<file path="config.mk">
export PLATFORM = sky130hd
export DESIGN_NAME = scrc_clip
export DESIGN_NICKNAME = d
export VERILOG_FILES = /design/src/rtl/scrc_pkg.sv /design/src/rtl/scrc_clip.sv
export SDC_FILE = /design/constraint.sdc
export NUM_CORES = 1
export LEC_CHECK = 0
export ABC_AREA = 1
export BUFFER_PORTS_ARGS = -buffer_cell sky130_fd_sc_hd__buf_2
export CAP_MARGIN = 5
export CORE_UTILIZATION = 53
export CTS_CLUSTER_SIZE = 20
export DETAILED_ROUTE_END_ITERATION = 10
export GPL_TIMING_DRIVEN = 0
export PLACE_DENSITY = 0.82
export SETUP_SLACK_MARGIN = 0.5
export SLEW_MARGIN = 30
export SYNTH_ARGS = -nofsm -noshare
export SYNTH_HDL_FRONTEND = slang
export SYNTH_SLANG_ARGS = --single-unit
</file>
<file path="constraint.sdc">
create_clock -name clock -period 5.49 [get_ports clock]
set_clock_uncertainty 0.05 [all_clocks]
set_input_delay 0.549 -clock clock [delete_from_list [all_inputs] [get_ports clock]]
set_output_delay 0.549 -clock clock [all_outputs]
set_load 0.05 [all_outputs]
</file>
<file path="src/rtl/scrc_pkg.sv">
// Shared types, widths and reset values for the screen-to-frame rectangle clip block.
package scrc_pkg;

   localparam int COORD_BITS        = 14;
   localparam int FRAC_BITS_DEFAULT = 16;
   localparam int COEF_BITS         = 32;
   localparam int SIZE_BITS         = COORD_BITS + 1;
   localparam int CPT_BITS          = COORD_BITS + 3;
   localparam int PROD_BITS         = COEF_BITS + CPT_BITS;
   localparam int SUM_BITS          = PROD_BITS + 2;
   localparam int BND_BITS          = COORD_BITS + 3;
   localparam int CSR_ADDR_BITS     = 3;

   typedef enum logic [CSR_ADDR_BITS-1:0] {
      CSR_COEF_A       = 3'd0,
      CSR_COEF_B       = 3'd1,
      CSR_COEF_C       = 3'd2,
      CSR_COEF_D       = 3'd3,
      CSR_OFFSET_X     = 3'd4,
      CSR_OFFSET_Y     = 3'd5,
      CSR_FRAME_WIDTH  = 3'd6,
      CSR_FRAME_HEIGHT = 3'd7
   } csr_index_type;

   typedef struct packed {
      logic [COORD_BITS-1:0] rect_x;
      logic [COORD_BITS-1:0] rect_y;
      logic [SIZE_BITS-1:0]  rect_w;
      logic [SIZE_BITS-1:0]  rect_h;
   } req_type;

   typedef struct packed {
      logic                  visible;
      logic [COORD_BITS-1:0] out_x;
      logic [COORD_BITS-1:0] out_y;
      logic [SIZE_BITS-1:0]  out_width;
      logic [SIZE_BITS-1:0]  out_height;
   } rsp_type;

   typedef struct packed {
      logic signed [COEF_BITS-1:0] coef_a;
      logic signed [COEF_BITS-1:0] coef_b;
      logic signed [COEF_BITS-1:0] coef_c;
      logic signed [COEF_BITS-1:0] coef_d;
      logic signed [COEF_BITS-1:0] offset_x;
      logic signed [COEF_BITS-1:0] offset_y;
      logic [SIZE_BITS-1:0]        frame_width;
      logic [SIZE_BITS-1:0]        frame_height;
   } cfg_type;

   typedef struct packed {
      logic signed [SUM_BITS-1:0] px0;
      logic signed [SUM_BITS-1:0] px1;
      logic signed [SUM_BITS-1:0] py0;
      logic signed [SUM_BITS-1:0] py1;
   } sum_type;

   typedef struct packed {
      logic signed [BND_BITS-1:0] xlo;
      logic signed [BND_BITS-1:0] xhi;
      logic signed [BND_BITS-1:0] ylo;
      logic signed [BND_BITS-1:0] yhi;
   } bound_type;

   localparam cfg_type CFG_RESET = '{
      coef_a:       32'sd65536,
      coef_b:       32'sd0,
      coef_c:       32'sd0,
      coef_d:       32'sd65536,
      offset_x:     32'sd0,
      offset_y:     32'sd0,
      frame_width:  15'd1920,
      frame_height: 15'd1080
   };

endpackage

</file>
<file path="src/rtl/scrc_clip.sv">
// Frame reject test and clip to the frame, output register.
module scrc_clip (
   input  logic                           clock,
   input  logic                           reset,
   input  logic                           in_valid,
   input  scrc_pkg::bound_type            in_bound,
   input  logic [scrc_pkg::SIZE_BITS-1:0] frame_width,
   input  logic [scrc_pkg::SIZE_BITS-1:0] frame_height,
   output logic                           out_valid,
   output scrc_pkg::rsp_type              out_rsp
);
   import scrc_pkg::*;

   localparam logic [SIZE_BITS-1:0] FRAME_MAX = SIZE_BITS'(1 << COORD_BITS);

   logic [SIZE_BITS-1:0]       fw, fh;
   logic signed [BND_BITS-1:0] fw_s, fh_s;
   logic signed [BND_BITS-1:0] ox, oy, xr, yb, ow, oh;
   logic                       reject;

   logic    valid_ff;
   rsp_type rsp_ff;
   rsp_type rsp_in;

   always_comb begin
      fw     = (frame_width  > FRAME_MAX) ? FRAME_MAX : frame_width;
      fh     = (frame_height > FRAME_MAX) ? FRAME_MAX : frame_height;
      fw_s   = $signed({2'b00, fw});
      fh_s   = $signed({2'b00, fh});
      reject = (fw == '0) || (fh == '0) ||
               (in_bound.xhi < 0) || (in_bound.yhi < 0) ||
               (in_bound.xlo >= fw_s) || (in_bound.ylo >= fh_s);
      ox     = (in_bound.xlo > 0) ? in_bound.xlo : '0;
      oy     = (in_bound.ylo > 0) ? in_bound.ylo : '0;
      xr     = (in_bound.xhi < fw_s) ? in_bound.xhi : fw_s;
      yb     = (in_bound.yhi < fh_s) ? in_bound.yhi : fh_s;
      ow     = xr - ox;
      oh     = yb - oy;
      if (reject) begin
         rsp_in = '0;
      end else begin
         rsp_in.visible    = 1'b1;
         rsp_in.out_x      = ox[COORD_BITS-1:0];
         rsp_in.out_y      = oy[COORD_BITS-1:0];
         rsp_in.out_width  = ow[SIZE_BITS-1:0];
         rsp_in.out_height = oh[SIZE_BITS-1:0];
      end
   end

   always_ff @(posedge clock) begin
      if (reset) begin
         valid_ff <= 1'b0;
      end else begin
         valid_ff <= in_valid;
      end
   end

   always_ff @(posedge clock) begin
      rsp_ff <= rsp_in;
   end

   assign out_valid = valid_ff;
   assign out_rsp   = rsp_ff;

   assert property (@(posedge clock) disable iff (reset)
      (valid_ff && !rsp_ff.visible) |->
         (rsp_ff.out_x == '0) && (rsp_ff.out_y == '0) &&
         (rsp_ff.out_width == '0) && (rsp_ff.out_height == '0))
      else $error("rejected box with nonzero fields");

endmodule

</file>
### Yosys cells after proc, flatten, opt, wreduce, memory -nomap -nowiden

Cells that the tools add are included.

| operators by class | value |
|---|---|
| eq/ne operators | 0 |
| multiply operators | 0 |
| magnitude comparators | 10 |
| bitwise logic cells | 0 |
| shift operators | 0 |
| reduce and logical (&&, ||, !) cells | 7 |
| mux-type cells | 7 |
| $add $sub $neg | 2 |
| div/mod/pow operators | 0 |

Operators with widths:

| operator | number |
|---|---|
| 2-to-1 mux 15 bit | 6 |
| 2-to-1 mux 59 bit | 1 |
| greater-or-equal comparator 17 x 16 -> 1 bit | 2 |
| greater-than comparator 17 x 1 -> 1 bit (second input constant) | 2 |
| < comparator 17 x 1 -> 1 bit (second input constant) | 2 |
| < comparator 17 x 16 -> 1 bit | 2 |
| greater-than comparator 15 bit (second input constant) | 2 |
| logical NOT 15 bit | 2 |
| subtractor 15 bit | 2 |
| logical OR 1 bit | 5 |

| word-level totals | value |
|---|---|
| input bits | 101 |
| bits in writable memories | 0 |
| memories kept | 0 |
| output and inout bits | 60 |
| bits in latches | 0 |
| bits in read-only memories | 0 |
| register bits | 60 |
| logic and storage cells | 32 |

### Depth between registers and ports, before layout

Gate-level depths: netlist of the first run.

| depth | value |
|---|---|
| depth in word-level cells | 9 |
| gate-level depth with buffers | 32 |
| mapped depth without buffers | 29 |

### Least setup slack after synthesis of the first run

No wires, ideal clock.

| timing | value |
|---|---|
| path kind | input -> register |
| from | in frame_width[12] (netlist bit) |
| to | reg rsp_ff (netlist bit out_rsp[25]) |
| data required time | 5.374 ns |
| setup time | 0.066 ns |
| stages on the path | 30 |
| buffers on the path | 3 |
| arrival | 4.413 ns |
| setup slack | 0.961 ns |
| cells stage by stage | or2_1 nor2_1 nand2_1 nand2_4 clkbuf_1 nand2_1 ha_1 nand2_1 nor2_1 and2_1 nand2_1 nor2_1 nand2_1 nand2_1 nand2_1 buf_2 buf_2 nand2_1 o21ai_0 ha_1 fa_1 nand3b_1 nand2_1 nand2_1 nand2_1 a21oi_1 o21ai_0 nand2_1 a21o_1 a21oi_2 |

| between the ends | value |
|---|---|
| word-level cells in the longest chain between the ends | 8 |
| elaborated cells between the ends (all ways) | 12 |
| those cells by class | add/sub: 1; order compare: 3; mux: 2; reduce/logical: 6 |

RTL lines:

| what | line | text |
|---|---|---|
| start: declaration | scrc_clip.sv:7 | `input logic [scrc_pkg::SIZE_BITS-1:0] frame_width,` |
| greater-than comparator 15 bit | scrc_clip.sv:26 | `fw = (frame_width > FRAME_MAX) ? FRAME_MAX : frame_width;` |
| 2-to-1 mux 15 bit (*) | scrc_clip.sv:26 |  |
| parallel branches: the longest is 6 deep, another holds < comparator 17 x 16 -> 1 bit | - |  |
| end signal: assignment | scrc_clip.sv:59 | `rsp_ff <= rsp_in;` |
| end: declaration | scrc_clip.sv:22 | `rsp_type rsp_ff;` |

Mark *: on every way between the ends.
A chain may end at the register's enable or synchronous reset.

### Worst setup path in the final report of the first run

| timing | value |
|---|---|
| from | in frame_height[2] (netlist bit) |
| to | reg rsp_ff (netlist bit out_rsp[10]) |

| between the ends | value |
|---|---|
| word-level cells in the longest chain between the ends | 8 |
| elaborated cells between the ends (all ways) | 12 |
| those cells by class | add/sub: 1; order compare: 3; mux: 2; reduce/logical: 6 |

RTL lines:

| what | line | text |
|---|---|---|
| start: declaration | scrc_clip.sv:8 | `input logic [scrc_pkg::SIZE_BITS-1:0] frame_height,` |
| greater-than comparator 15 bit | scrc_clip.sv:27 | `fh = (frame_height > FRAME_MAX) ? FRAME_MAX : frame_height;` |
| 2-to-1 mux 15 bit (*) | scrc_clip.sv:27 |  |
| parallel branches: the longest is 6 deep, another holds < comparator 17 x 16 -> 1 bit | - |  |

Marked as above.

==> qor.txt, run 1 <==
number of nets in the finished design - 1147
Sequential cell area - 1200 sq um
final period demand of the worst path - 4630 ps
Worst Tran Pin Value - 448 ps
area of the multi-input gates - 3660 sq um
filler cell count in the final layout - 889
IO buf count - 160
Core ar. - 9420 sq um
origin of the worst setup path - frame_height[2]
Power Dens Cells - 209 nW/um^2
post-synthesis cell count - 787
cell-internal power - 0.816 mW
Max FO, Critical Path - 10
sequential fraction of the synthesis area - 23.0%
gp weighted congestion - 1.00
library cells used by synthesis - 37
hold path startpoint - reset
placement row count - 35
total leakage power - 3.43 nW
CTS Buf Count - 9
number of maximum-capacitance constraint violations - 0
Final Power - 1.34 mW
crit path kind - in -> reg
kind of start point of the critical path - input port
Initial Util - 55.5%
Max Root-Sink Buffers - 2
endpoint required time on the critical path - 5720 ps
Switching Share - 39.0%
count of final hold-check violations - 0
Non-Filler Cell Area, Final - 6390 sq um
area of the die - 10300 sq um
DRC errors left - 0
final cell count without fillers - 1092
DP Wirelength - 12300 microns
most common flop cell mapped by yosys - sky130_fd_sc_hd__dfxtp_1
maximum single-stage delay on the critical path - 420 ps
Comb pwr share - 40.3%
worst-path cell with the longest stage delay - sky130_fd_sc_hd__fa_1
layout cell share with drive strength beyond 1 - 21.1%
post-layout util - 67.9%
die boundary width - 101 microns
Seq cells post-synth - 60
worst min path class - in -> reg
post-layout worst setup margin - 860 ps
maximum vdd drop - 0.0000944 V
setup repair after global routing missed its margin - no
GRT Util Overall - 28.4%
Hold Slack - 313 ps
Seq pwr share - 33.7%
maximum number of pins on one net before global-route repair - 11
cell area after technology mapping - 5230 sq um
via count of the first global-routing pass - 4938
ANT nets after route - 0
warnings from Yosys - 0
worst path arrival time - 4860 ps
Vias/cell - 5.23
CTS HTree Levels - 3
top-level port count - 161
post-route setup TNS - 0 ps
TritonCTS clock tree - yes
1st-iter DRT viols - 272
number of max-slew violations in the final report - 0
height of the die - 101 microns
total length of routed wires - 14300 microns
worst slack at placement - 155 ps
number of sinks driven by the clock tree - 60
global-route congestion overflow total - 0
Critical path destination - out_rsp[10]
Post-Syn Area per Cell - 6.64 sq um
Wirelength per Cell - 13.1 microns
run status - completed
Cell Area, Placed - 6190 sq um
root buffer cell - sky130_fd_sc_hd__clkbuf_8
switching power - 0.522 mW
relative contribution of the clock network to total power - 26.1%
routed vias - 5714
post-route clock period utilization - 84.3%
highest achievable clock rate - 0.216 GHz
count of flip-flops with a built-in enable after synthesis - 0
category of the worst setup path capture point - flip-flop
layout overhead on the synthesized area - 22.2%
wire length of the first global-routing pass - 22700 microns
Post-Syn Nets - 976
count of TritonRoute iterations in the first routing pass - 5
number of setup violations in the final report - 0
# placed instances - 1076
clock edge transition at the registers on the reported setup and hold paths - 70 ps
number of antenna violations at the first check in global routing - 0
most numerous cell on the critical path - sky130_fd_sc_hd__nand2_1
Async SR Flop Fraction - 0%
n_diodes - 0
Max transition margin - 69.8%
-- kinds of logic (layout without fill, tap and decap cells) --
| group | after synthesis | after routing | share of synthesized area (%) |
|---|---|---|---|
| XOR/XNOR | 10 | 10 | 1.68 |
| AO/OA/AOI/OAI | 128 | 128 | 13.7 |
| adder cells (fa/ha/maj) | 88 | 88 | 21.3 |
| flip-flops | 60 | 60 | 23.0 |
| buffers and inverters | 86 | 262 | 7.18 |
| AND/OR/NAND/NOR | 415 | 415 | 33.1 |
-- cells in the final DEF, fill, tap and decap left out, types with 3 or more instances in the layout --
| cell | count |
|---|---|
| sky130_fd_sc_hd__nand2_1 | 214 |
| sky130_fd_sc_hd__buf_2 | 160 |
| sky130_fd_sc_hd__nor2_1 | 111 |
| sky130_fd_sc_hd__ha_1 | 85 |
| sky130_fd_sc_hd__inv_1 | 70 |
| sky130_fd_sc_hd__dfxtp_1 | 60 |
| sky130_fd_sc_hd__a21oi_1 | 51 |
| sky130_fd_sc_hd__o21ai_0 | 45 |
| sky130_fd_sc_hd__nand3_1 | 41 |
| sky130_fd_sc_hd__nand4_1 | 14 |
| sky130_fd_sc_hd__clkbuf_8 | 10 |
| sky130_fd_sc_hd__nor4_1 | 9 |
| sky130_fd_sc_hd__xor2_1 | 8 |
| sky130_fd_sc_hd__buf_6 | 7 |
| sky130_fd_sc_hd__o21ai_1 | 7 |
| sky130_fd_sc_hd__a21o_1 | 7 |
| sky130_fd_sc_hd__clkbuf_1 | 6 |
| sky130_fd_sc_hd__nor3_1 | 6 |
| sky130_fd_sc_hd__or2_2 | 5 |
| sky130_fd_sc_hd__nand3b_1 | 5 |
| sky130_fd_sc_hd__a21oi_2 | 5 |
| sky130_fd_sc_hd__nand2_2 | 4 |
| sky130_fd_sc_hd__a211oi_1 | 3 |
| sky130_fd_sc_hd__clkbuf_4 | 3 |
-- layout make-up --
type | count | share of cell area (%)
Multi-Input combinational cell | 641 | 57.3
Buffer | 16 | 2.06
Tap cell | 129 | 2.53
Clock inverter | 4 | 0.392
Timing Repair Buffer | 160 | 12.5
Clock buffer | 12 | 2.27
Inverter | 70 | 4.11
Sequential cell | 60 | 18.8
-- synthesized netlist by cell type, types with 2 or more instances --
master,count,area share (%)
sky130_fd_sc_hd__dfxtp_1,60,23
sky130_fd_sc_hd__nor3_1,6,0.57
sky130_fd_sc_hd__o21bai_1,2,0.29
sky130_fd_sc_hd__clkbuf_1,6,0.43
sky130_fd_sc_hd__xnor2_1,2,0.34
sky130_fd_sc_hd__o41ai_1,2,0.34
sky130_fd_sc_hd__a21oi_2,5,0.84
sky130_fd_sc_hd__nand3_1,41,3.9
sky130_fd_sc_hd__nand2_1,217,16
sky130_fd_sc_hd__and2_1,2,0.24
sky130_fd_sc_hd__nor4_1,9,1.1
sky130_fd_sc_hd__o21a_1,2,0.29
sky130_fd_sc_hd__a211oi_1,3,0.43
sky130_fd_sc_hd__nand4_1,14,1.7
sky130_fd_sc_hd__ha_1,86,21
sky130_fd_sc_hd__a21o_1,7,1.0
sky130_fd_sc_hd__fa_1,2,0.77
sky130_fd_sc_hd__buf_2,3,0.29
sky130_fd_sc_hd__xor2_1,8,1.3
sky130_fd_sc_hd__or2_2,5,0.60
sky130_fd_sc_hd__nand3b_1,5,0.72
sky130_fd_sc_hd__inv_1,70,5.0
sky130_fd_sc_hd__buf_6,6,1.3
sky130_fd_sc_hd__o21ai_0,51,4.9
sky130_fd_sc_hd__nor2_1,111,8.0
sky130_fd_sc_hd__a21oi_1,51,4.9
-- timing repair --
item	CTS	global route
hold buffers	0	0
gates resized for setup	1	22
endpoints found under the setup margin	1	12
setup buffers	0	0
pin swaps	0	2
-- how the worst min path moves through the flow --
stage	endpoint	slack [ps]	cells after the start
floorplan	out_valid	570	1
global placement	out_valid	660	2
detailed placement	out_valid	660	2
CTS	out_valid	300	2
global route	out_valid	320	2
finish	out_valid	310	2
-- worst max-delay path, delay by kind of cell --
family,cells,cell delay [ps]
buffers and inverters,4,600
AO/OA/AOI/OAI,7,1030
AND/OR/NAND/NOR,15,1680
adder cells (fa/ha/maj),3,1000
-- layer usage --
layer / GRT usage (%) / wire, microns / vias up
met5: 0 / 0 / -
met4: 10.8 / 380 / 0
met3: 3.04 / 823 / 34
met2: 43.3 / 6010 / 209
met1: 40.9 / 7040 / 2501
li1: - / - / 2970
-- power by group through the flow --
stage	sequential [mW]	combinational [mW]	clock, mW
after floorplan	0.506	0.331	0
after global placement	0.461	0.518	0
after detailed placement	0.461	0.525	0
after CTS	0.451	0.529	0.353
after global routing	0.452	0.608	0.373
final	0.451	0.539	0.349
-- sequential cells by signal (all words and copies together) (netlist names) --
register   cells
out_rsp       59
out_valid      1
Power figures use the tool's default switching activity.
==> run 2: changes to the inputs <==
- CORE_UTILIZATION: 53 -> 48
- PLACE_DENSITY: 0.82 -> 0.79
- clock period: 5.49 -> 4.25 ns (I/O delays scaled with it)
==> run 2 against run 1 <==
  * Die area grew 10%
  * Clock-buffer cell count increased by 1
  * Clock power increased by 78%
  * Final cell count grew 7.9%
  * Wire length rose by 42%
  * Via count grew 16%
  * Power increased by 71%
  * Utilization increased by 11 points
  * Non-clock buffer count increased by 78
  * Critical endpoint is now out_rsp[6]
  * Critical path depth up 1
==> qor.txt, run 2 (synthesis gave the netlist of run 1 again) <==
Switching Share - 38.2%
crit path kind - in -> reg
maximum single-stage delay on the critical path - 380 ps
layout cell share with drive strength beyond 1 - 41.6%
ANT nets after route - 0
number of setup violations in the final report - 0
IO buf count - 160
Power Dens Cells - 278 nW/um^2
CTS Buf Count - 9
total length of routed wires - 20300 microns
count of final hold-check violations - 0
die boundary width - 106 microns
top-level port count - 161
worst path arrival time - 4430 ps
most numerous cell on the critical path - sky130_fd_sc_hd__nand2_2
count of TritonRoute iterations in the first routing pass - 6
maximum vdd drop - 0.000222 V
metal1 wirelength - 8340 microns
area of the die - 11300 sq um
wire length on met2 - 9740 microns
Vias/cell - 5.65
number of sinks driven by the clock tree - 60
hold path startpoint - reset
clock edge transition at the registers on the reported setup and hold paths - 70 ps
hold path depth - 2
post-route clock period utilization - 98.3%
routed vias - 6650
placement row count - 37
TritonCTS clock tree - yes
via count of the first global-routing pass - 5788
switching power - 0.874 mW
DRC errors left - 0
setup repair after global routing missed its margin - yes
Initial Util - 50.0%
Max transition margin - 60.2%
global-route congestion overflow total - 0
number of antenna violations at the first check in global routing - 0
number of maximum-capacitance constraint violations - 0
filler cell count in the final layout - 701
layout overhead on the synthesized area - 57.2%
maximum number of pins on one net before global-route repair - 11
Max FO, Critical Path - 6
wire length of the first global-routing pass - 27800 microns
uppermost signal routing layer after detailed routing - met4
Hold Slack - 166 ps
Hold Path Sink - out_valid
category of the worst setup path capture point - flip-flop
highest achievable clock rate - 0.239 GHz
1st-iter DRT viols - 481
number of max-slew violations in the final report - 0
Wirelength per Cell - 17.2 microns
cell-internal power - 1.41 mW
gp weighted congestion - 0.914
worst-path cell with the longest stage delay - sky130_fd_sc_hd__fa_2
Seq pwr share - 25.5%
total leakage power - 4.05 nW
Max Root-Sink Buffers - 2
Sequential cell area - 1200 sq um
worst slack at placement - -309 ps
leading cell types in the layout, fill and taps excluded - sky130_fd_sc_hd__nand2_1 (170), sky130_fd_sc_hd__buf_2 (150), sky130_fd_sc_hd__nor2_1 (90)
Worst Tran Pin Value - 591 ps
run status - completed
endpoint required time on the critical path - 4500 ps
most common library cell in the layout ignoring fill and taps - sky130_fd_sc_hd__nand2_1
kind of start point of the critical path - input port
worst min path class - in -> reg
Cell Area, Placed - 6530 sq um
GRT Util Overall - 31.2%
final period demand of the worst path - 4180 ps
Core ar. - 10500 sq um
flip-flop count of the largest register after layout - 59
height of the die - 106 microns
Comb pwr share - 47.4%
post-layout worst setup margin - 73.0 ps
sum of met3 wire segment lengths after detailed routing - 1570 microns
relative contribution of the clock network to total power - 27.1%
CTS HTree Levels - 3
root buffer cell - sky130_fd_sc_hd__clkbuf_8
Hold-fix buffers, CTS - 0
area of the multi-input gates - 4630 sq um
Non-Filler Cell Area, Final - 8220 sq um
number of buffer and inverter instances along the worst setup path - 5
final cell count without fillers - 1178
# placed instances - 1083
DP Wirelength - 13200 microns
largest delay contributor family on the critical path - simple AND/OR/NAND/NOR gates
number of nets in the finished design - 1225
[run 2: cell type report]
type                       count  area share [%]
antenna                        1          0.0305
multi-input combinational    641            56.3
timing repair buffer         238            18.4
inverter                      70            3.20
sequential                    60            14.6
clock inverter                 3           0.822
clock buffer                  13            2.06
buffer                        16            2.45
tap                          136            2.07
[run 2: stage by stage]
| stage | util, % | TNS (ps) | power [mW] |
|---|---|---|---|
| 6_report | 78.5 | 0 | 2.29 |
| 5_1_grt | 78.5 | -153 | 2.39 |
| 4_1_cts | 71.0 | 0 | 2.06 |
| 3_5_place_dp | 62.4 | -2290 | 1.32 |
| 3_3_place_gp | 62.4 | -1950 | 1.31 |
| 2_1_floorplan | - | 0 | 1.12 |
[run 2: per-layer routing]
layer	vias up	track usage, %
li1	3134	-
met1	3037	40.8
met5	-	0
met3	65	4.23
met4	0	11.3
met2	414	52.1
[run 2: worst max-delay path by stage]
stage,cells after the start,end,startpoint,slack (ps)
4_1_cts,31,out_rsp[25],frame_width[12],420
3_3_place_gp,29,out_rsp[10],frame_height[6],-320
3_5_place_dp,30,out_rsp[29],frame_width[12],-310
5_1_grt,31,out_rsp[8],frame_height[0],-60
2_1_floorplan,30,out_rsp[25],frame_width[13],280
6_report,30,out_rsp[6],frame_height[6],70
[run 2: power by group through the flow]
| stage | Sequential [mW] | Clock [mW] | Combinational (mW) |
|---|---|---|---|
| final | 0.583 | 0.621 | 1.09 |
| after global routing | 0.584 | 0.642 | 1.16 |
| after CTS | 0.583 | 0.614 | 0.866 |
| after detailed placement | 0.595 | 0 | 0.726 |
| after global placement | 0.595 | 0 | 0.717 |
| after floorplan | 0.654 | 0 | 0.462 |
[run 2: what timing repair did]
| item | 4_1_cts | 5_1_grt |
|---|---|---|
| resized for setup | 84 | 133 |
| gates cloned | 3 | 0 |
| buffers inserted | 44 | 31 |
| setup endpoints to repair | 18 | 21 |
| pin swaps | 65 | 84 |
