`src/rtl/scrc_pkg.sv`:
```
// Shared types, widths and reset values for the screen-to-frame rectangle clip block.
package scrc_pkg;

   localparam int COORD_BITS        = 14;
   localparam int FRAC_BITS_DEFAULT = 16;
   localparam int COEF_BITS         = 32;
   localparam int SIZE_BITS         = COORD_BITS + 1;
   localparam int CPT_BITS          = COORD_BITS + 3;
   localparam int PROD_BITS         = COEF_BITS + CPT_BITS;
   localparam int SUM_BITS          = PROD_BITS + 2;
   localparam int BND_BITS          = COORD_BITS + 3;
   localparam int CSR_ADDR_BITS     = 3;

   typedef enum logic [CSR_ADDR_BITS-1:0] {
      CSR_COEF_A       = 3'd0,
      CSR_COEF_B       = 3'd1,
      CSR_COEF_C       = 3'd2,
      CSR_COEF_D       = 3'd3,
      CSR_OFFSET_X     = 3'd4,
      CSR_OFFSET_Y     = 3'd5,
      CSR_FRAME_WIDTH  = 3'd6,
      CSR_FRAME_HEIGHT = 3'd7
   } csr_index_type;

   typedef struct packed {
      logic [COORD_BITS-1:0] rect_x;
      logic [COORD_BITS-1:0] rect_y;
      logic [SIZE_BITS-1:0]  rect_w;
      logic [SIZE_BITS-1:0]  rect_h;
   } req_type;

   typedef struct packed {
      logic                  visible;
      logic [COORD_BITS-1:0] out_x;
      logic [COORD_BITS-1:0] out_y;
      logic [SIZE_BITS-1:0]  out_width;
      logic [SIZE_BITS-1:0]  out_height;
   } rsp_type;

   typedef struct packed {
      logic signed [COEF_BITS-1:0] coef_a;
      logic signed [COEF_BITS-1:0] coef_b;
      logic signed [COEF_BITS-1:0] coef_c;
      logic signed [COEF_BITS-1:0] coef_d;
      logic signed [COEF_BITS-1:0] offset_x;
      logic signed [COEF_BITS-1:0] offset_y;
      logic [SIZE_BITS-1:0]        frame_width;
      logic [SIZE_BITS-1:0]        frame_height;
   } cfg_type;

   typedef struct packed {
      logic signed [SUM_BITS-1:0] px0;
      logic signed [SUM_BITS-1:0] px1;
      logic signed [SUM_BITS-1:0] py0;
      logic signed [SUM_BITS-1:0] py1;
   } sum_type;

   typedef struct packed {
      logic signed [BND_BITS-1:0] xlo;
      logic signed [BND_BITS-1:0] xhi;
      logic signed [BND_BITS-1:0] ylo;
      logic signed [BND_BITS-1:0] yhi;
   } bound_type;

   localparam cfg_type CFG_RESET = '{
      coef_a:       32'sd65536,
      coef_b:       32'sd0,
      coef_c:       32'sd0,
      coef_d:       32'sd65536,
      offset_x:     32'sd0,
      offset_y:     32'sd0,
      frame_width:  15'd1920,
      frame_height: 15'd1080
   };

endpackage

```
`src/rtl/scrc_bound.sv`:
```
// Per-axis sort, floor/ceiling to integer pixels and bound saturation (two register stages).
module scrc_bound #(
   parameter int FRAC_BITS = scrc_pkg::FRAC_BITS_DEFAULT
) (
   input  logic                clock,
   input  logic                reset,
   input  logic                in_valid,
   input  scrc_pkg::sum_type   in_sum,
   output logic                out_valid,
   output scrc_pkg::bound_type out_bound
);
   import scrc_pkg::*;

   localparam logic signed [SUM_BITS:0] ROUND   = (SUM_BITS+1)'((64'd1 << FRAC_BITS) - 64'd1);
   localparam logic signed [SUM_BITS:0] LIM     = (SUM_BITS+1)'(64'd1 << (COORD_BITS + 1));
   localparam logic signed [SUM_BITS:0] NEG_LIM = -LIM;

   function automatic logic signed [BND_BITS-1:0] sat_bound(input logic signed [SUM_BITS:0] v);
      logic signed [BND_BITS-1:0] r;
      if (v > LIM) begin
         r = BND_BITS'(LIM);
      end else if (v < NEG_LIM) begin
         r = BND_BITS'(NEG_LIM);
      end else begin
         r = BND_BITS'(v);
      end
      return r;
   endfunction

   // stage 4: sorted corners
   logic                       s4_valid_ff;
   logic signed [SUM_BITS-1:0] xmin_ff, xmax_ff, ymin_ff, ymax_ff;
   logic signed [SUM_BITS-1:0] xmin_in, xmax_in, ymin_in, ymax_in;

   // stage 5: integer bounds
   logic                     s5_valid_ff;
   bound_type                bound_ff;
   bound_type                bound_in;
   logic signed [SUM_BITS:0] xmin_w, xmax_w, ymin_w, ymax_w;

   always_comb begin
      xmin_in = (in_sum.px0 < in_sum.px1) ? in_sum.px0 : in_sum.px1;
      xmax_in = (in_sum.px0 > in_sum.px1) ? in_sum.px0 : in_sum.px1;
      ymin_in = (in_sum.py0 < in_sum.py1) ? in_sum.py0 : in_sum.py1;
      ymax_in = (in_sum.py0 > in_sum.py1) ? in_sum.py0 : in_sum.py1;
   end

   always_comb begin
      xmin_w = (SUM_BITS+1)'(xmin_ff);
      xmax_w = (SUM_BITS+1)'(xmax_ff);
      ymin_w = (SUM_BITS+1)'(ymin_ff);
      ymax_w = (SUM_BITS+1)'(ymax_ff);
      bound_in.xlo = sat_bound(xmin_w >>> FRAC_BITS);
      bound_in.ylo = sat_bound(ymin_w >>> FRAC_BITS);
      bound_in.xhi = sat_bound((xmax_w + ROUND) >>> FRAC_BITS);
      bound_in.yhi = sat_bound((ymax_w + ROUND) >>> FRAC_BITS);
   end

   always_ff @(posedge clock) begin
      if (reset) begin
         s4_valid_ff <= 1'b0;
         s5_valid_ff <= 1'b0;
      end else begin
         s4_valid_ff <= in_valid;
         s5_valid_ff <= s4_valid_ff;
      end
   end

   always_ff @(posedge clock) begin
      xmin_ff  <= xmin_in;
      xmax_ff  <= xmax_in;
      ymin_ff  <= ymin_in;
      ymax_ff  <= ymax_in;
      bound_ff <= bound_in;
   end

   assign out_valid = s5_valid_ff;
   assign out_bound = bound_ff;

   assert property (@(posedge clock) disable iff (reset)
      s5_valid_ff |-> (bound_ff.xlo <= bound_ff.xhi) && (bound_ff.ylo <= bound_ff.yhi))
      else $error("bounds out of order");

endmodule

```
`config.mk`:
```
export PLATFORM = sky130hd
export DESIGN_NAME = scrc_bound
export DESIGN_NICKNAME = d
export VERILOG_FILES = /design/src/rtl/scrc_pkg.sv /design/src/rtl/scrc_bound.sv
export SDC_FILE = /design/constraint.sdc
export NUM_CORES = 1
export LEC_CHECK = 0
export BUFFER_PORTS_ARGS = -buffer_cell sky130_fd_sc_hd__buf_2
export CAP_MARGIN = 20
export CELL_PAD_IN_SITES_DETAIL_PLACEMENT = 1
export CELL_PAD_IN_SITES_GLOBAL_PLACEMENT = 2
export CORE_UTILIZATION = 31
export CTS_BUF_LIST = sky130_fd_sc_hd__clkbuf_2
export CTS_CLUSTER_SIZE = 16
export DETAILED_ROUTE_END_ITERATION = 10
export GPL_TIMING_DRIVEN = 0
export PLACE_DENSITY = 0.84
export SLEW_MARGIN = 15
export SYNTH_ARGS = -nofsm -noshare
export SYNTH_HDL_FRONTEND = slang
export SYNTH_SLANG_ARGS = --single-unit
```
`constraint.sdc`:
```
create_clock -name clock -period 5.2 [get_ports clock]
set_input_delay 0.52 -clock clock [delete_from_list [all_inputs] [get_ports clock]]
set_output_delay 0.52 -clock clock [all_outputs]
set_load 0.005 [all_outputs]
```
* Word level (Yosys, flattened, before mapping)
Cells that the tools add are included.
Word-level totals: flip-flop bits (word level) 274, word-level logic and storage cells 40
Operators by class: add/subtract/negate cells 2, magnitude comparators 12, multiplexer cells 8, reduce and logical (&&, ||, !) cells 4
Operators by type and width (count):
- $mux 51 | 4
- $add 51x17->52 const B | 2
- $gt 51x51->1 | 2
- $lt 51x51->1 | 2
- $gt 36x17->1 const B | 2
- $lt 36x16->1 const B | 2
- $gt 35x17->1 const B | 2
- $lt 35x16->1 const B | 2
- $mux 17 | 4
- $reduce_or 2->1 | 4

* Logic depth before layout (Yosys ltp)
Gate-level depths: netlist of the first run.
word-level depth 3, gate-level depth with buffers 12, depth with buffers taken out 10

* Least setup slack after synthesis of the first run
No wires, ideal clock.
path type in2reg, from input port in_sum[130] (netlist bit), to register xmax_ff[0], library setup time 0.121 ns, arrival time 3.016 ns, data required time 5.079 ns, path slack 2.063 ns, cell stages on the path 11, cells stage by stage inv_1 > ha_1 > a21o_1 > a21o_1 > a221oi_1 > o21ai_0 > a211o_1 > or3_1 > a21oi_1 > buf_2 > mux2_2
Between the ends: cells in the longest elaborated chain, start to end 2
Ends and longest elaborated chain:
- from (decl) | line scrc_bound.sv:8 | input scrc_pkg::sum_type in_sum,
- $gt 51x51->1 | line scrc_bound.sv:43 | xmax_in = (in_sum.px0 > in_sum.px1) ? in_sum.px0 : in_sum.px1;
- $mux 51 | line scrc_bound.sv:43
- named net xmax_in[0] | line scrc_bound.sv:33 | logic signed [SUM_BITS-1:0] xmin_in, xmax_in, ymin_in, ymax_in;
- to (signal assigned) | line scrc_bound.sv:71 | xmax_ff <= xmax_in;
- to (decl) | line scrc_bound.sv:32 | logic signed [SUM_BITS-1:0] xmin_ff, xmax_ff, ymin_ff, ymax_ff;
The timed path passes the listed nets, and every way through them passes these cells. A chain may end at the register's enable or synchronous reset.

* Worst setup path in the final report of the first run
from input port in_sum[101] (netlist bit), to register ymax_ff[14]
Between the ends: cells in the longest elaborated chain, start to end 2
Ends and longest elaborated chain:
- $gt 51x51->1 | line scrc_bound.sv:45 | ymax_in = (in_sum.py0 > in_sum.py1) ? in_sum.py0 : in_sum.py1;
- $mux 51 | line scrc_bound.sv:45
- named net ymax_in[14] | line scrc_bound.sv:33
- to (signal assigned) | line scrc_bound.sv:73 | ymax_ff <= ymax_in;
- to (decl) | line scrc_bound.sv:32
The timed path passes the listed nets, and every way through them passes these cells.

==> results of run 1 <==
==> state kept, by name, indices dropped and copies added, names as in the netlist <==
name         count
out_bound       68
ymax_ff         51
s4_valid_ff      1
out_valid        1
ymin_ff         35
xmax_ff         51
xmin_ff         35
==> where the power goes <==
group	switching [mW]	internal (mW)	total, mW
registers	0.176	2.06	2.23
clock network	0.846	0.527	1.37
logic	0.592	0.660	1.25
==> metal layers <==
| layer | vias up | wire length [um] | GRT usage |
|---|---|---|---|
| met2 | 418 | 24600 | 0.435 |
| met4 | 8 | 1990 | 0.114 |
| li1 | 5903 | - | - |
| met3 | 134 | 2810 | 0.0601 |
| met1 | 6003 | 19600 | 0.258 |
| met5 | - | 54 | 0 |
==> placed cells by master, fill, tap and decap left out, drive strengths merged, types with 13 or more instances in the layout <==
cell,n
mux2,137
buf,296
clkinv,18
nor2,51
xnor2,17
inv,114
dlygate4sd3,276
dfxtp,242
xor2,24
nand4,59
a21o,24
nor3,25
and3,14
or4,17
and4,15
and2,38
clkbuf,110
ha,102
o21ai,58
a211oi,13
nand3,29
a21oi,36
nor4,43
or3,13
nand2,86
==> logic make-up (layout without fill, tap and decap cells) <==
kind of cell | Yosys count | in the layout | synth area share
compound gates | 178 | 178 | 0.0955
xor+xnor | 41 | 41 | 0.0292
fa+ha+maj | 102 | 102 | 0.104
buf+inv | 151 | 816 | 0.0498
flops | 242 | 242 | 0.394
mux | 141 | 141 | 0.129
other cells | 0 | 9 | 0
simple gates | 419 | 419 | 0.198
==> critical path, cell delays in order <==
cell                            delay (ns)
sky130_fd_sc_hd__dlygate4sd3_1        0.56
sky130_fd_sc_hd__buf_2                0.16
sky130_fd_sc_hd__ha_1                 0.39
sky130_fd_sc_hd__nand4_1              0.20
sky130_fd_sc_hd__nor3_1               0.60
sky130_fd_sc_hd__and3_1               0.32
sky130_fd_sc_hd__nor4b_1              0.29
sky130_fd_sc_hd__a211oi_1             0.15
sky130_fd_sc_hd__mux2i_2              0.63
sky130_fd_sc_hd__or2_2                0.24
sky130_fd_sc_hd__clkbuf_1             0.26
sky130_fd_sc_hd__buf_2                0.34
sky130_fd_sc_hd__mux2_2               0.38
sky130_fd_sc_hd__dlygate4sd3_1        0.56
==> how the worst min path moves through the flow <==
stage,from,cells after the start,end,slack (ns)
5_1_grt,reset,3,s4_valid_ff,0.20
3_5_place_dp,s4_valid_ff,1,out_valid,0.43
2_1_floorplan,s4_valid_ff,1,out_valid,0.41
3_3_place_gp,s4_valid_ff,1,out_valid,0.43
4_1_cts,reset,3,out_valid,0.18
6_report,reset,3,s4_valid_ff,0.31
==> layout make-up <==
class	count	share of cell area
flip-flops and latches	242	0.274
clock inverters	23	0.00701
repair buffers	551	0.234
well taps	518	0.0367
inverters	111	0.0236
plain buffers	40	0.0110
multi-input cells	881	0.386
diodes	9	0.00127
clock buffers	91	0.0258
==> impl_results.rst, run 1 <==
.. list-table::
   :header-rows: 1

   * - Metric
     - Value
   * - Via count of the first global-routing pass
     - 13894
   * - # clock sinks
     - 242
   * - Worst Setup End Kind
     - flip-flop
   * - Post-cts resize count
     - 0
   * - Tmin final
     - about 5 ns
   * - Maximum level of the CTS H-tree
     - 3
   * - Area used by multi-input combinational logic
     - around 6800 um^2
   * - Number of synthesized flops with an enable pin
     - 0
   * - Cells taking the most area after synthesis
     - sky130_fd_sc_hd__dfxtp_1, sky130_fd_sc_hd__mux2_2, sky130_fd_sc_hd__ha_1, sky130_fd_sc_hd__inv_1, sky130_fd_sc_hd__nand4_1
   * - Utilization after layout
     - 0.455
   * - Largest area contributor in the synthesized netlist
     - sky130_fd_sc_hd__dfxtp_1
   * - Transition at the pin with the smallest max-transition slack
     - 0.916 ns
   * - Antenna violations before repair
     - 10
   * - Final count of negative-setup-slack endpoints
     - 0
   * - Post-detailed-routing wire length
     - between 40 and 50 mm
   * - Origin of the critical flop-to-flop path
     - xmax_ff[8]
   * - Total DRC errors in the routed layout
     - 0
   * - WHS
     - 0.309 ns
   * - Aggregate global routing overflow
     - 0
   * - Post-synthesis instance area
     - 12300 um^2
   * - Share of the synthesized area in the top cell type
     - 0.394
   * - Min setup slack post-route
     - 0.330 ns
   * - # IOs
     - ~280
   * - Filler Cell Count
     - 4552
   * - Number of library cell types mapped by synthesis
     - 67
   * - Overall power
     - 4.86 mW
   * - Max-capacitance violation count
     - 0
   * - Routability-driven placement congestion ratio
     - 0.873
   * - CTS tree
     - yes
   * - Hold/Removal Path Class
     - input pin to flip-flop
   * - Wire length of the first global-routing pass
     - 75.3 mm
   * - Area after DPL
     - 14300 um^2
   * - Largest net degree at the start of global routing
     - 11
   * - Placed cell count
     - 2067
   * - Period utilisation layout
     - 0.937
   * - Crit path capture
     - ymax_ff[14]
   * - Clock slew at reported path FFs
     - around 0.09 ns
   * - Most used flip-flop cell after synthesis
     - sky130_fd_sc_hd__dfxtp_1
   * - Number of placement rows
     - 72
   * - Core Box Area
     - just under 40000 um^2
   * - Fraction of synthesis flops using an asynchronous set or reset pin
     - 0
   * - Final standard cell area without fillers
     - 17700 um^2
   * - Area growth from synthesis to final layout
     - 43.9%
   * - Most common cell in the netlist
     - sky130_fd_sc_hd__dfxtp_1
   * - Mapped Avg Cell Area
     - 9.64 um^2
   * - Height of the die
     - 201 um
   * - Clock tree skew after final layout
     - 0.0953 ns
   * - Post-Synthesis Cells
     - 1274
   * - Total global routing track utilization
     - 0.240
   * - Total via count after detailed routing
     - 12466
   * - Max Clock Freq
     - 205 MHz
   * - Layout cell share with drive strength beyond 1
     - 0.295
   * - Initial core utilization
     - 0.316
   * - R2R cell count
     - 9
   * - Number of nets in the synthesized netlist
     - 1583
   * - Pwr dens
     - ~270 nW/um^2
   * - Worst Setup SP
     - in_sum[101]
   * - Data arrival time of the critical path
     - between 5 and 6 ns
   * - Setup repair after global routing missed its margin
     - false
   * - Sequential area share after synthesis
     - 0.394
   * - Total of warnings raised by yosys
     - 0
   * - Commonest cells in the synthesized netlist
     - sky130_fd_sc_hd__dfxtp_1, sky130_fd_sc_hd__mux2_2, sky130_fd_sc_hd__inv_1, sky130_fd_sc_hd__ha_1, sky130_fd_sc_hd__nand2_1
   * - Endpoint of the worst register-to-register path
     - out_bound[34]
   * - Post-CTS setup repair buffer count
     - 0
   * - Slew headroom
     - 0.390
   * - Detail Placement HPWL
     - 33.2 mm
   * - Worst slack, placed
     - 0.769 ns
   * - Non-filler instance count after layout
     - between 2000 and 2500
   * - Setup TNS
     - 0 ns
   * - Max IR drop VDD
     - about 0.14 mV
   * - Hold_buf cts
     - 276
   * - Fin nets
     - 2204
   * - Seq. cell area
     - slightly below 5000 um^2
   * - Worst-path fanout max
     - 10
   * - CTS buffer count
     - 68
   * - Source-to-sink clock delay at the later pin of the worst-skew pair
     - 0.92 ns
   * - Data required time of the worst path
     - 5.94 ns
   * - Flip-flop and latch count after synthesis
     - 242
   * - Horizontal die dimension
     - 201 um
   * - Number of pins with negative max-slew slack in the final report
     - 0
   * - Antenna-violating nets left
     - 0
   * - Result of the run
     - finished, final reports clean
   * - Number of vias per cell
     - 5.06
   * - Clock buffer depth
     - 3
   * - Kind of start point of the critical path
     - input pin
   * - First-pass iteration count of the detailed router
     - 5
   * - Hold Vio Cnt, Final
     - 0
   * - Worst setup path category
     - input pin to flip-flop
   * - DR iter-0 viols
     - 484
   * - Area of the die
     - slightly above 40000 um^2
   * - Routed wire length per instance
     - 19.9 um
   * - Leakage Power
     - 8.06 nW
   * - Root buffer cell
     - sky130_fd_sc_hd__clkbuf_2
   * - Worst reg-to-reg setup slack
     - ~1.6 ns
   * - Count of buffers inserted at the top-level ports
     - 275
Note: power is estimated with default switching activity, not from simulation.
==> inputs of run 2 (changes only) <==
--- a/config.mk
+++ b/config.mk
@@ -5,6 +5,7 @@
 export SDC_FILE = /design/constraint.sdc
 export NUM_CORES = 1
 export LEC_CHECK = 0
+export ABC_AREA = 1
 export BUFFER_PORTS_ARGS = -buffer_cell sky130_fd_sc_hd__buf_2
 export CAP_MARGIN = 20
 export CELL_PAD_IN_SITES_DETAIL_PLACEMENT = 1
@@ -14,7 +15,7 @@
 export CTS_CLUSTER_SIZE = 16
 export DETAILED_ROUTE_END_ITERATION = 10
 export GPL_TIMING_DRIVEN = 0
-export PLACE_DENSITY = 0.84
+export PLACE_DENSITY = 0.92
 export SLEW_MARGIN = 15
 export SYNTH_ARGS = -nofsm -noshare
 export SYNTH_HDL_FRONTEND = slang
==> constraint.sdc (replaced) <==
create_clock -name clock -period 5.2 [get_ports clock]
set_input_delay 0.52 -clock clock [delete_from_list [all_inputs] [get_ports clock]]
set_output_delay 0.52 -clock clock [all_outputs]
set_load 0.02 [all_outputs]
==> run 2 against run 1 <==
Net effect:
- clock skew up 0.043 ns
- total power up 17%
- sequential share of layout area down 2.2 points
- count of clock-buffer cells in the layout down 5
- combinational power up 46%
- fmax up 30%
- clock power up 8%
- critical path type unchanged
- highest routed layer is now met4
==> impl_results.rst, run 2 <==
.. list-table::
   :header-rows: 1

   * - Metric
     - Value
   * - Result of the run
     - finished, final reports clean
   * - Met2 track demand over resource
     - 0.439
   * - Sequential area share after synthesis
     - 0.354
   * - Post-Synthesis Cells
     - between 2000 and 2500
   * - Data arrival time of the critical path
     - 4.62 ns
   * - Worst slack, placed
     - 1.66 ns
   * - Fin nets
     - ~3000
   * - Routed wire length per instance
     - 17.6 um
   * - Post-cts resize count
     - 0
   * - Max stage delay on crit path
     - 0.57 ns
   * - Via count of the first global-routing pass
     - 17384
   * - Transition at the pin with the smallest max-transition slack
     - 0.725 ns
   * - # IOs
     - about 280
   * - Root buffer cell
     - sky130_fd_sc_hd__clkbuf_2
   * - Global-route layer with the greatest usage
     - met2
   * - Source-to-sink clock delay at the later pin of the worst-skew pair
     - roughly 1.1 ns
   * - Most used flip-flop cell after synthesis
     - sky130_fd_sc_hd__dfxtp_1
   * - Number of library cell types mapped by synthesis
     - between 40 and 50
   * - Largest net degree at the start of global routing
     - 11
   * - Hold/Removal Path Class
     - input pin to flip-flop
   * - Origin of the critical flop-to-flop path
     - xmax_ff[15]
   * - Max IR drop VDD
     - 0.130 mV
   * - Commonest non-fill, non-tap cell in the layout
     - sky130_fd_sc_hd__nand2_1
   * - Leading cell types in the layout, fill and taps excluded
     - sky130_fd_sc_hd__nand2_1, sky130_fd_sc_hd__nor2_1, sky130_fd_sc_hd__buf_2
   * - Count of buffers inserted at the top-level ports
     - 275
   * - Tmin final
     - 3.74 ns
   * - Share of the synthesized area in the top cell type
     - 0.354
   * - Antenna violations before repair
     - 15
   * - Most common cell in the netlist
     - sky130_fd_sc_hd__nand2_1
   * - Mapped Avg Cell Area
     - 6.65 um^2
   * - Clock buffer depth
     - 3
   * - Delay-heaviest family, CP
     - simple AND/OR/NAND/NOR gates
   * - Pwr dens
     - 297 nW/um^2
   * - Setup repair after global routing missed its margin
     - false
   * - Post-detailed-routing wire length
     - 58.6 mm
   * - Layout cell share with drive strength beyond 1
     - 0.160
   * - CP Cell Sequence
     - dlygate4sd3_1, buf_2, inv_1, ha_1, nand2_1, inv_1, nand3_1, nor2_1, nand2_1, nor4_1, nand4_1, nand2_1, clkbuf_1, nand2_1, nand2_1, dlygate4sd3_1
   * - Commonest cells in the synthesized netlist
     - sky130_fd_sc_hd__nand2_1, sky130_fd_sc_hd__nor2_1, sky130_fd_sc_hd__inv_1, sky130_fd_sc_hd__dfxtp_1, sky130_fd_sc_hd__nand3_1
   * - Total via count after detailed routing
     - around 16000
   * - Flip-flop and latch count after synthesis
     - 242
   * - Area growth from synthesis to final layout
     - 40.4%
   * - Number of placement rows
     - 76
   * - Non-filler instance count after layout
     - 3320
   * - Number of nets in the synthesized netlist
     - 2365
   * - Total DRC errors in the routed layout
     - 0
   * - Critical Path Slowest Stage Cell
     - sky130_fd_sc_hd__dlygate4sd3_1
   * - Number of synthesized flops with an enable pin
     - 0
   * - Total of warnings raised by yosys
     - 0
   * - Crit path capture
     - xmax_ff[24]
   * - Critical path buffer and inverter count
     - 6
   * - Clock slew at reported path FFs
     - 0.15 ns
   * - Maximum level of the CTS H-tree
     - 3
   * - # clock sinks
     - 242
   * - Total global routing track utilization
     - 0.262
   * - Period utilisation layout
     - 0.719
   * - Height of the die
     - roughly 210 um
   * - Post-CTS setup repair buffer count
     - 0
   * - Largest register FFs
     - slightly below 70
   * - Worst-path fanout max
     - 10
   * - Antenna-violating nets left
     - 0
   * - First-pass iteration count of the detailed router
     - 5
   * - Fraction of synthesis flops using an asynchronous set or reset pin
     - 0
   * - Core Box Area
     - around 43000 um^2
   * - CP dominant cell by count
     - sky130_fd_sc_hd__nand2_1
   * - Hold Vio Cnt, Final
     - 0
   * - Aggregate global routing overflow
     - 0
   * - Max-capacitance violation count
     - 0
   * - Met1 layer usage reported by global route
     - 0.325
   * - Worst setup path category
     - input pin to flip-flop
   * - Overall power
     - 5.70 mW
   * - Final count of negative-setup-slack endpoints
     - 0
   * - Worst Setup End Kind
     - flip-flop
   * - Wire length of the first global-routing pass
     - 91.6 mm
   * - Min setup slack post-route
     - 1.46 ns
   * - Area of the die
     - around 45000 um^2
   * - Leakage Power
     - 9.94 nW
   * - Number of vias per cell
     - 4.81
   * - Worst reg-to-reg setup slack
     - around 2.3 ns
   * - Detail Placement HPWL
     - approximately 43 mm
   * - CTS buffer count
     - 66
   * - Kind of start point of the critical path
     - input pin
   * - Setup TNS
     - 0 ns
   * - Cells taking the most area after synthesis
     - sky130_fd_sc_hd__dfxtp_1, sky130_fd_sc_hd__nand2_1, sky130_fd_sc_hd__ha_1, sky130_fd_sc_hd__nor2_1, sky130_fd_sc_hd__inv_1
   * - Slew headroom
     - 0.513
   * - CTS tree
     - yes
   * - Initial core utilization
     - 0.316
   * - Largest area contributor in the synthesized netlist
     - sky130_fd_sc_hd__dfxtp_1
   * - Global routing met3 resource utilization
     - 0.0489
   * - Clock tree skew after final layout
     - roughly 0.14 ns
   * - Routability-driven placement congestion ratio
     - 0.917
   * - Hold_buf cts
     - around 280
   * - Placed cell count
     - slightly below 3000
   * - Data required time of the worst path
     - approximately 6.1 ns
   * - Worst Setup SP
     - in_sum[152]
   * - Depth of the critical timing path with buffers and inverters included
     - 16
   * - Max Clock Freq
     - around 270 MHz
   * - Endpoint of the worst register-to-register path
     - out_bound[41]
   * - Horizontal die dimension
     - approximately 210 um
   * - R2R cell count
     - 16
   * - Post-synthesis instance area
     - 13700 um^2
   * - Number of pins with negative max-slew slack in the final report
     - 0
   * - DR iter-0 viols
     - 761
run 2: changes by cell type after synthesis, moves of 20 or more:
cell,before,now
sky130_fd_sc_hd__clkbuf_1,18,39
sky130_fd_sc_hd__nand3_1,28,182
sky130_fd_sc_hd__a21o_1,24,2
sky130_fd_sc_hd__and2_1,38,5
sky130_fd_sc_hd__xor2_1,24,4
sky130_fd_sc_hd__inv_1,111,269
sky130_fd_sc_hd__mux2_2,137,0
sky130_fd_sc_hd__a21oi_1,36,117
sky130_fd_sc_hd__o21ai_0,58,23
sky130_fd_sc_hd__nor2_1,41,299
sky130_fd_sc_hd__nand2_1,86,557
run 2: kinds of logic (layout without fill, tap and decap cells):
group | Yosys count | in the layout | synth area share
AND/OR/NAND/NOR | 1209 | 1209 | 0.389
buffers and inverters | 331 | 993 | 0.0937
flip-flops | 242 | 242 | 0.354
AO/OA/AOI/OAI | 167 | 167 | 0.0661
adder cells (fa/ha/maj) | 102 | 102 | 0.0933
XOR/XNOR | 5 | 5 | 0.00320
other | 0 | 17 | 0
run 2: worst min path at each step:
stage	slack (ns)	cells past startpoint	from	endpoint
detailed placement	0.40	2	s4_valid_ff	out_valid
global placement	0.40	2	s4_valid_ff	out_valid
CTS	0.07	4	in_valid	s4_valid_ff
global route	0.19	4	in_valid	s4_valid_ff
floorplan	0.39	2	s4_valid_ff	out_valid
finish	0.22	4	in_valid	s4_valid_ff
run 2: area by class of cell:
type                    count  area [um^2]
multi-input cells        1483         7550
clock buffers              86          430
clock inverters            25          178
plain buffers              58          255
diodes                     17         42.5
repair buffers            551         4140
inverters                 273         1030
flip-flops and latches    242         4840
well taps                 585          732
fillers                  5709        24100
run 2: stage by stage:
stage	hold WS, ns	cell area, um^2	util
after floorplan	0.388	13700	-
after global placement	0.400	15800	0.365
after detailed placement	0.400	15800	0.365
after CTS	0.0669	19200	0.443
after global routing	0.188	19200	0.444
final	0.220	19200	0.444
run 2: worst min-delay path, cell delays in order:
cell and delay [ns]:
sky130_fd_sc_hd__buf_2 0.10, sky130_fd_sc_hd__inv_1 0.04, sky130_fd_sc_hd__nor2_1 0.03, sky130_fd_sc_hd__dlygate4sd3_1 0.55
run 2: report_power, final:
| group | switching [mW] | internal, mW | total, mW |
|---|---|---|---|
| Clock | 0.882 | 0.601 | 1.48 |
| Sequential | 0.244 | 2.16 | 2.40 |
| Combinational | 1.08 | 0.736 | 1.82 |
run 2: routing by layer:
| metal | wire length, um | vias to the layer above |
|---|---|---|
| met5 | 0 | - |
| li1 | - | 7863 |
| met3 | 2760 | 158 |
| met4 | 2310 | 0 |
| met2 | 27500 | 415 |
| met1 | 26000 | 7531 |
